--- config.mk ---
export PLATFORM = sky130hd
export DESIGN_NAME = ecc_point_scalar_multiply
export DESIGN_NICKNAME = d
export VERILOG_FILES = /design/src/hw/rtl/ecc_pkg.sv /design/src/hw/rtl/ecc_point_scalar_multiply.sv
export SDC_FILE = /design/constraint.sdc
export NUM_CORES = 2
export LEC_CHECK = 0
export BUFFER_PORTS_ARGS = -buffer_cell sky130_fd_sc_hd__clkbuf_2
export CAP_MARGIN = 5
export CORE_ASPECT_RATIO = 2
export CORE_UTILIZATION = 45
export DETAILED_ROUTE_END_ITERATION = 8
export GPL_TIMING_DRIVEN = 0
export SKIP_CTS_REPAIR_TIMING = 1
export SYNTH_ARGS = -nofsm -noshare
export SYNTH_HDL_FRONTEND = slang
export SYNTH_SLANG_ARGS = --single-unit
--- constraint.sdc ---
create_clock -name clk -period 15.2 [get_ports clk]
set_clock_uncertainty 0.1 [all_clocks]
set_input_delay 3.04 -clock clk [delete_from_list [all_inputs] [get_ports clk]]
set_output_delay 3.04 -clock clk [all_outputs]
set_load 0.005 [all_outputs]
--- src/hw/rtl/ecc_pkg.sv ---
package ecc_pkg;
  localparam int FIELD_BITS  = 16;
  localparam int SCALAR_BITS = 16;
  localparam int IDX_BITS    = $clog2(SCALAR_BITS);
  localparam int CNT_BITS    = $clog2(FIELD_BITS);
  localparam logic CFG_PRIME = 1'b0;
  localparam logic CFG_A     = 1'b1;
endpackage

--- src/hw/rtl/ecc_point_scalar_multiply.sv ---
// channel | direction | handshake          | payload
// cfg     | in        | cfg_valid/cfg_ready | cfg_index, cfg_data
// in      | in        | in_valid/in_stall   | scalar, point_x, point_y
// out     | out       | out_valid/out_stall | result_x, result_y, result_at_infinity
// One item at a time through a shared bit-serial modular multiplier.
// Each scalar bit runs a double and each set bit also an add, each with an
// exponentiation inverse of up to 2*FIELD_BITS products (the most when p-2 is
// nearly all ones); small p or sparse scalars take far fewer.
// in_stall is high from acceptance until the result beat is taken.
// Synchronous reset clears the sequencer and restores p=7, a=0.
module ecc_point_scalar_multiply (
  input  logic                           clk,
  input  logic                           rst,
  input  logic                           cfg_valid,
  output logic                           cfg_ready,
  input  logic                           cfg_index,
  input  logic [ecc_pkg::FIELD_BITS-1:0] cfg_data,
  input  logic                           in_valid,
  output logic                           in_stall,
  input  logic [ecc_pkg::SCALAR_BITS-1:0] scalar,
  input  logic [ecc_pkg::FIELD_BITS-1:0] point_x,
  input  logic [ecc_pkg::FIELD_BITS-1:0] point_y,
  output logic                           out_valid,
  input  logic                           out_stall,
  output logic [ecc_pkg::FIELD_BITS-1:0] result_x,
  output logic [ecc_pkg::FIELD_BITS-1:0] result_y,
  output logic                           result_at_infinity
);
  import ecc_pkg::*;

  localparam int W = FIELD_BITS;

  localparam logic [3:0] S_IDLE  = 4'd0;
  localparam logic [3:0] S_MUL   = 4'd1;
  localparam logic [3:0] S_RX    = 4'd2;
  localparam logic [3:0] S_RY    = 4'd3;
  localparam logic [3:0] S_RA    = 4'd4;
  localparam logic [3:0] S_ADD   = 4'd5;
  localparam logic [3:0] S_T1    = 4'd6;
  localparam logic [3:0] S_IINIT = 4'd7;
  localparam logic [3:0] S_ISTEP = 4'd8;
  localparam logic [3:0] S_IR    = 4'd9;
  localparam logic [3:0] S_IB    = 4'd10;
  localparam logic [3:0] S_LAM   = 4'd11;
  localparam logic [3:0] S_X3    = 4'd12;
  localparam logic [3:0] S_Y3    = 4'd13;
  localparam logic [3:0] S_NEXT  = 4'd14;
  localparam logic [3:0] S_DONE  = 4'd15;

  logic [W-1:0] field_prime, curve_a;
  logic [3:0]   state, ret;

  logic [SCALAR_BITS-1:0] d;
  logic [W-1:0] raw_y;
  logic [W-1:0] bx, by, av;
  logic         b_inf;
  logic [W-1:0] acc_x, acc_y;
  logic         acc_inf;
  logic [IDX_BITS-1:0] idx;
  logic         add_phase;
  logic [W-1:0] num, den, ir, ib, e, lam, x3;

  // shared multiplier: r = (2r + bit*u) mod p, MSB of v first
  logic [W-1:0]    mu, mv, mr;
  logic [CNT_BITS-1:0] mcnt;
  logic [W+1:0]    m_sum, m_s1, m_s2, p_ext;

  function automatic logic [W-1:0] addm(input logic [W-1:0] u, v, p);
    logic [W:0] s;
    s = {1'b0, u} + {1'b0, v};
    if (s >= {1'b0, p}) s = s - {1'b0, p};
    return s[W-1:0];
  endfunction

  function automatic logic [W-1:0] subm(input logic [W-1:0] u, v, p);
    logic [W:0] s;
    if (u >= v) s = {1'b0, u} - {1'b0, v};
    else s = {1'b0, u} + {1'b0, p} - {1'b0, v};
    return s[W-1:0];
  endfunction

  always_comb begin
    p_ext = {2'b00, field_prime};
    m_sum = {1'b0, mr, 1'b0} + (mv[W-1] ? {2'b00, mu} : '0);
    m_s1  = (m_sum >= p_ext) ? m_sum - p_ext : m_sum;
    m_s2  = (m_s1 >= p_ext) ? m_s1 - p_ext : m_s1;
  end

  logic [W-1:0] ox, oy, t3, x3n, dx;
  logic         o_inf;
  always_comb begin
    ox    = add_phase ? bx : acc_x;
    oy    = add_phase ? by : acc_y;
    o_inf = add_phase ? b_inf : acc_inf;
    t3    = addm(addm(addm(mr, mr, field_prime), mr, field_prime), av, field_prime);
    x3n   = subm(subm(mr, acc_x, field_prime), ox, field_prime);
    dx    = subm(acc_x, x3n, field_prime);
  end

  assign cfg_ready          = 1'b1;
  assign in_stall           = (state != S_IDLE);
  assign out_valid          = (state == S_DONE);
  assign result_x           = acc_x;
  assign result_y           = acc_y;
  assign result_at_infinity = acc_inf;

  always_ff @(posedge clk) begin
    if (rst) begin
      state       <= S_IDLE;
      field_prime <= W'(7);
      curve_a     <= '0;
    end else begin
      if (cfg_valid && cfg_ready) begin
        unique case (cfg_index)
          CFG_PRIME: field_prime <= cfg_data;
          CFG_A:     curve_a     <= cfg_data;
          default:   ;
        endcase
      end
      unique case (state)
        S_IDLE: begin
          if (in_valid) begin
            d       <= scalar;
            raw_y   <= point_y;
            acc_x   <= '0;
            acc_y   <= '0;
            acc_inf <= 1'b1;
            if (field_prime < W'(2)) begin
              state <= S_DONE;
            end else begin
              mu <= W'(1); mv <= point_x; mr <= '0; mcnt <= '0;
              ret <= S_RX; state <= S_MUL;
            end
          end
        end
        S_MUL: begin
          mr   <= m_s2[W-1:0];
          mv   <= {mv[W-2:0], 1'b0};
          mcnt <= mcnt + 1'b1;
          if (mcnt == CNT_BITS'(W-1)) state <= ret;
        end
        S_RX: begin
          bx <= mr;
          mu <= W'(1); mv <= raw_y; mr <= '0; mcnt <= '0;
          ret <= S_RY; state <= S_MUL;
        end
        S_RY: begin
          by <= mr;
          mu <= W'(1); mv <= curve_a; mr <= '0; mcnt <= '0;
          ret <= S_RA; state <= S_MUL;
        end
        S_RA: begin
          av        <= mr;
          b_inf     <= (bx == '0) && (by == '0);
          idx       <= IDX_BITS'(SCALAR_BITS-1);
          add_phase <= 1'b0;
          state     <= S_ADD;
        end
        S_ADD: begin
          if (acc_inf) begin
            acc_x <= ox; acc_y <= oy; acc_inf <= o_inf;
            state <= S_NEXT;
          end else if (o_inf) begin
            state <= S_NEXT;
          end else if (acc_x == ox) begin
            if (acc_y != oy || acc_y == '0) begin
              acc_x <= '0; acc_y <= '0; acc_inf <= 1'b1;
              state <= S_NEXT;
            end else begin
              den <= addm(acc_y, acc_y, field_prime);
              mu <= acc_x; mv <= acc_x; mr <= '0; mcnt <= '0;
              ret <= S_T1; state <= S_MUL;
            end
          end else begin
            num   <= subm(oy, acc_y, field_prime);
            den   <= subm(ox, acc_x, field_prime);
            state <= S_IINIT;
          end
        end
        S_T1: begin
          num   <= t3;
          state <= S_IINIT;
        end
        S_IINIT: begin
          ir    <= W'(1);
          ib    <= den;
          e     <= field_prime - W'(2);
          state <= S_ISTEP;
        end
        S_ISTEP: begin
          mr <= '0; mcnt <= '0;
          if (e == '0) begin
            mu <= num; mv <= ir; ret <= S_LAM;
          end else if (e[0]) begin
            mu <= ir; mv <= ib; ret <= S_IR;
          end else begin
            mu <= ib; mv <= ib; ret <= S_IB;
          end
          state <= S_MUL;
        end
        S_IR: begin
          ir <= mr;
          mu <= ib; mv <= ib; mr <= '0; mcnt <= '0;
          ret <= S_IB; state <= S_MUL;
        end
        S_IB: begin
          ib    <= mr;
          e     <= e >> 1;
          state <= S_ISTEP;
        end
        S_LAM: begin
          lam <= mr;
          mu <= mr; mv <= mr; mr <= '0; mcnt <= '0;
          ret <= S_X3; state <= S_MUL;
        end
        S_X3: begin
          x3 <= x3n;
          mu <= lam; mv <= dx; mr <= '0; mcnt <= '0;
          ret <= S_Y3; state <= S_MUL;
        end
        S_Y3: begin
          acc_x   <= x3;
          acc_y   <= subm(mr, acc_y, field_prime);
          acc_inf <= 1'b0;
          state   <= S_NEXT;
        end
        S_NEXT: begin
          if (!add_phase && d[idx]) begin
            add_phase <= 1'b1;
            state     <= S_ADD;
          end else if (idx == '0) begin
            state <= S_DONE;
          end else begin
            idx       <= idx - 1'b1;
            add_phase <= 1'b0;
            state     <= S_ADD;
          end
        end
        S_DONE: begin
          if (!out_stall) state <= S_IDLE;
        end
        default: state <= S_IDLE;
      endcase
    end
  end
endmodule

**Word level (Yosys, flattened, before mapping)**

Index checks and enable logic that the tools add are counted.

- Bits in registers: 323
- Input port bits: 70
- Output and inout port bits: 36
- Logic and storage cells: 247

- Magnitude comparators: 14
- Mux-type cells: 94
- Eq/ne operators: 34
- $add $sub $neg: 31
- Reductions and logical operators: 44
- Bitwise gates (word level): 4

Operators by type and width:

| cell | number |
|---|---|
| 16-bit two-way mux | 42 |
| 16-bit subtractor | 17 |
| 16-bit case mux with 9 select lines | 1 |
| 16-bit case mux with 2 select lines | 4 |
| 16-bit case mux with 7 select lines | 1 |
| 16-bit greater-or-equal comparator | 6 |
| 4-bit two-way mux | 24 |
| 16-bit case mux with 3 select lines | 2 |
| 16-bit adder | 5 |
| 16-bit by 16-bit adder with 17-bit output | 4 |
| 17-bit by 16-bit greater-or-equal comparator with 1-bit output | 4 |
| 16-bit zero test | 4 |
| 16-bit case mux with 4 select lines | 1 |
| 4-bit case mux with 10 select lines | 1 |
| 4-bit == test, second input constant | 9 |
| 18-bit by 16-bit greater-or-equal comparator with 1-bit output | 2 |
| 4-bit case mux with 8 select lines | 1 |
| 8-bit AND reduction | 4 |
| 2-bit inequality test, second input constant | 12 |
| 17-bit by 16-bit adder with 18-bit output | 1 |
| 18-bit two-way mux | 1 |
| 2-bit AND reduction | 9 |
| 18-bit by 16-bit subtractor with 18-bit output | 1 |
| 16-bit == test | 1 |
| other kinds (34) | 64 |

**Longest topological paths before layout**

- Word-level depth: 10
- Depth in mapped cells: 55
- Mapped depth without buffers: 51

**Least setup slack after synthesis**

No wires, ideal clock.

- Path kind: register to register
- Start: register field_prime[1]
- End: register num[14], data pin
- Setup slack: 4.038 ns
- Buffers on the path: 5
- Period minus slack after synthesis: 11.162 ns
- Library setup time: 0.271 ns
- Stages on the path, launching flop included: 49
- Arrival time: 10.791 ns
- Cell sequence: dfxtp_1 inv_1 ha_1 nor2b_1 o21ai_0 a21boi_0 o21ai_0 a211oi_1 o21bai_1 a21oi_1 nor2_1 clkbuf_1 mux2_2 ha_1 a21o_1 a21oi_1 nor2b_1 o21a_1 [13 not listed] ha_1 a21o_1 a2111oi_0 or3_1 a31oi_1 or4_1 nand4_1 ha_1 clkbuf_1 a21o_1 a21o_1 nand2_1 o41ai_1 a21oi_1 buf_2 buf_2 mux2i_1 mux2i_1

- Word-level cells in the longest chain between the ends: 9

Ends and longest elaborated chain:

| what | line | RTL |
|---|---|---|
| from (decl) | ecc_point_scalar_multiply.sv:50 | `logic [W-1:0] field_prime, curve_a;` |
| from (signal assigned) | ecc_point_scalar_multiply.sv:115 | `CFG_PRIME: field_prime <= cfg_data;` |
| 16-bit subtractor or 17-bit by 16-bit greater-or-equal comparator with 1-bit output (tied branches) | ecc_point_scalar_multiply.sv:71 | `if (s >= {1'b0, p}) s = s - {1'b0, p};` |
| 16-bit two-way mux | ecc_point_scalar_multiply.sv:71 |  |
| 16-bit by 16-bit adder with 17-bit output | ecc_point_scalar_multiply.sv:70 | `s = {1'b0, u} + {1'b0, v};` |
| 16-bit subtractor or 17-bit by 16-bit greater-or-equal comparator with 1-bit output (tied branches) | ecc_point_scalar_multiply.sv:71 |  |
| 16-bit two-way mux | ecc_point_scalar_multiply.sv:71 |  |
| 16-bit by 16-bit adder with 17-bit output | ecc_point_scalar_multiply.sv:70 |  |
| 16-bit subtractor or 17-bit by 16-bit greater-or-equal comparator with 1-bit output (tied branches) | ecc_point_scalar_multiply.sv:71 |  |
| 16-bit two-way mux | ecc_point_scalar_multiply.sv:71 |  |
| 16-bit case mux with 2 select lines * | ecc_point_scalar_multiply.sv:120 | `unique case (state)` |
| to (signal assigned) | ecc_point_scalar_multiply.sv:175 | `num <= subm(oy, acc_y, field_prime);` |
| to (signal assigned) | ecc_point_scalar_multiply.sv:181 | `num <= t3;` |
| to (decl) | ecc_point_scalar_multiply.sv:61 | `logic [W-1:0] num, den, ir, ib, e, lam, x3;` |

Mark *: on every way between the ends. The rest lies on a longest branch, timed or not. The select of a mux whose other input is x is not followed.
A chain may end at the register's enable or synchronous reset.

**Final worst setup path**

Ends and elaborated chain as after synthesis.

==> impl_summary.md <==
Outcome
The run finished, with violations left. The final reports fail on capacitance limit, slew limit.

Synth
The count of flip-flops with a built-in enable after synthesis is 287. The total nets after synthesis is 4,152. The async set-reset flop share out of synthesis is 0%. The post-synthesis area per instance is roughly 9.1 um^2. Summing the areas of all and, or, nand and nor instances in the mapped netlist gives 14.9% of the synthesized area. After synthesis, the netlist uses 92 different library cells. The main combinational cell family by area after synthesis is compound AO/OA/AOI/OAI gates. The netlist area before placement is approximately 33,000 um^2. The post-synthesis share of cell area spent on xor and xnor gates is 7.75%. Yosys printed 0 warnings.

Of the synthesized area, sequential elements account for around 28%. For this run, the leading register cell type out of synthesis is sky130_fd_sc_hd__edfxtp_1. The number of flip-flops and latches in the synthesized netlist is 323. The number of cells produced by synthesis is ~3,700.

After synthesis, the share of cell area in mux cells is under 10%. The adder and majority gate portion of the synthesized area is approximately 18%. The compound-cell area share of the yosys netlist is 19.4%.

Layout
The area growth from synthesis to layout is 9.67%. The storage element area is 9340 um^2. The end-of-flow core utilization is 50.1%. After filler insertion, the fill cell instance count of the layout stands at 6,986. In the layout the commonest cells are 351 x sky130_fd_sc_hd__ha_1, 287 x sky130_fd_sc_hd__edfxtp_1, 275 x sky130_fd_sc_hd__nand2_1. The fraction of layout cells with a size suffix above 1 is approximately 9%. The area of the multi-input gates is 22,700 um^2.

The number of nets in the layout is 4,315. The most common library cell in the layout ignoring fill and taps is sky130_fd_sc_hd__ha_1.

Global routing
The total routing usage reported by global routing is 35.0%. The initial antenna violation count came to 4. The met1 layer usage reported by global route is 35.2%. The global routing stage identified its most utilized layer as met2. The number of global-route vias before repair is ~30,000. The total overflow left after global routing is 0. The first global-routing pass estimated between 150 and 200 mm of wire. For this run, global-route usage on met3 was measured as 4.95%. Global routing used 61.7% of the available met2 tracks. The largest net degree at the start of global routing is 33.

Drt
The first-iteration detailed-routing DRC count is 2,469. The detailed-router iteration count before antenna repair is 6. Dividing the detail-routed wire length by the instance count gives 28.0 um.

The count of antenna-violating nets left after detailed routing is 0. The final routed wirelength across all metal layers is 134 mm. Across all layers, the routed design uses 30,200 vias. Using the TritonRoute via totals, the vias-per-cell ratio works out to around 6.3. The number of DRC violations after detailed routing is 0.

STA
Headroom to the max-slew limit came out at -3.51%. Subtracting the final worst setup slack from the clock period gives ~14,000 ps. The number of failing hold endpoints at the final stage came to 0.

The slew at the pin with the worst max-slew slack is 1550 ps. Dividing the final minimum period by the clock period gives 94.0%. For this run, the top clock speed supported by timing is 0.0700 GHz. The post-route worst hold slack is 358 ps.

The final number of max-transition violations is 16. In the final timing run, aggregate negative setup slack is 0 ps. The count of final setup violators is 0.

Hold path
The hold-critical path depth is 2. The path with the worst hold slack has its endpoint at curve_a[5]. The worst hold path startpoint is curve_a[5].

The class of the worst hold path is reg2reg.

Critical path
The launching instance or port of the critical path is field_prime[1]. The startpoint identified for the worst register-to-register timing path is field_prime[1]. On the worst path, the slowest cell contributes a delay of ~1300 ps. The worst setup path is of the reg2reg kind. In this run the critical register-to-register path is captured at num[14].

STA classifies the critical path startpoint as a flop. The count of cells along the worst register-to-register path is 52. The largest fanout on the critical path is 10.

The worst register-to-register path has a setup slack of 910 ps. The slowest stage of the critical path belongs to the cell sky130_fd_sc_hd__dfxtp_1. STA puts the critical path data required time at 15,370 ps. STA puts the critical path data arrival time at 14,460 ps.

The kind of end point of the critical path is a flop.

Run
Max-cap violations in this run came to 1.

Die
The initial core utilization is between 40% and 50%. Row generation in the floorplan step produced 140 rows. The total area inside the core boundary comes to roughly 73,000 um^2. In this run the count of I/O pins placed on the die edge is 106.

The overall die area is approximately 75,000 um^2. The floorplan step set the die width to 194 um. The vertical die dimension is 387 um.

Place
The half-perimeter wire length of the detailed placement result is 105 mm. The number of I/O port buffers is about 100. At the end of routability-driven placement, the weighted congestion stood at 1.02.

CTS
The tree built by TritonCTS fans out to 323 sinks. The latest clock arrival within the worst-skew pair is between 500 and 600 ps. The clock passes through at most 3 buffers. The H-tree was split into 2 levels. The cell chosen for the clock root is sky130_fd_sc_hd__clkbuf_16. The clock tree from TritonCTS is yes.

The number of CTS-inserted buffers is 34. Clock-pin slew was measured on the worst setup and hold paths at 70 ps.
layout make-up:
type	count	area share, %
clock buffers	38	2.40
well taps	923	3.16
plain buffers	103	1.12
inverters	258	2.66
clock inverters	24	0.801
diodes	2	0.0137
repair buffers	127	2.26
flip-flops and latches	323	25.5
multi-input cells	2969	62.1
layer usage:
layer	share of wire (%)	wire, um
met3	6.0	7980
met5	0.020	27
met2	49	65300
met1	34	45600
met4	11	14700
worst max path at each step:
stage | to | slack, ps
2_1_floorplan | num[14] | 4040
5_1_grt | num[14] | -10
3_5_place_dp | num[14] | 330
3_3_place_gp | num[14] | 490
6_report | num[14] | 910
4_1_cts | num[14] | 290
worst max-delay path: cells and delay by family (launching register included):
kind,cells,cell delay [ps]
buffers and inverters,7,2300
flip-flops,1,1290
AND/OR/NAND/NOR,9,1570
adder cells (fa/ha/maj),6,1910
XOR/XNOR,2,430
AO/OA/AOI/OAI,24,5110
multiplexers,4,1160
cell usage after synthesis, types with 25 or more instances:
library cell / instances / area, um^2
sky130_fd_sc_hd__a211oi_1: 47 / 353
sky130_fd_sc_hd__a21o_1: 89 / 668
sky130_fd_sc_hd__a21oi_1: 271 / 1360
sky130_fd_sc_hd__a22oi_1: 34 / 255
sky130_fd_sc_hd__a31oi_1: 33 / 206
sky130_fd_sc_hd__and2_1: 28 / 175
sky130_fd_sc_hd__and3_1: 50 / 313
sky130_fd_sc_hd__clkbuf_1: 89 / 334
sky130_fd_sc_hd__dfxtp_1: 36 / 721
sky130_fd_sc_hd__edfxtp_1: 287 / 8620
sky130_fd_sc_hd__fa_1: 78 / 1560
sky130_fd_sc_hd__ha_1: 351 / 4390
sky130_fd_sc_hd__inv_1: 258 / 968
sky130_fd_sc_hd__mux2_2: 76 / 856
sky130_fd_sc_hd__mux2i_1: 165 / 1650
sky130_fd_sc_hd__nand2_1: 275 / 1030
sky130_fd_sc_hd__nand2b_1: 37 / 231
sky130_fd_sc_hd__nand3_1: 71 / 355
sky130_fd_sc_hd__nand4_1: 34 / 213
sky130_fd_sc_hd__nor2_1: 224 / 841
sky130_fd_sc_hd__nor2b_1: 49 / 307
sky130_fd_sc_hd__nor3_1: 101 / 505
sky130_fd_sc_hd__nor4_1: 31 / 194
sky130_fd_sc_hd__o211ai_1: 40 / 300
sky130_fd_sc_hd__o21a_1: 45 / 338
sky130_fd_sc_hd__o21ai_0: 200 / 1000
sky130_fd_sc_hd__o21bai_1: 25 / 188
sky130_fd_sc_hd__or3_1: 46 / 288
sky130_fd_sc_hd__xnor2_1: 187 / 1640
sky130_fd_sc_hd__xor2_1: 103 / 902
cell families after synthesis:
family | count (synthesis)
buf+inv | 361
other cells | 1
flops | 323
mux | 248
simple gates | 1011
compound gates | 988
xor+xnor | 292
fa+ha+maj | 429
per-stage QoR:
| stage | instance area [um^2] | setup slack (ps) | instances |
|---|---|---|---|
| after floorplan | 33300 | 4040 | 3653 |
| after global placement | 35000 | 489 | 4680 |
| after detailed placement | 35300 | 334 | 4698 |
| after CTS | 36500 | 285 | 4760 |
| after global routing | 36600 | -13.8 | 4765 |
| final | 36600 | 909 | 4767 |
Power is left out: the tool's default activity adds up to more than one toggle a clock period on the data nets, which glitch-free logic cannot reach.
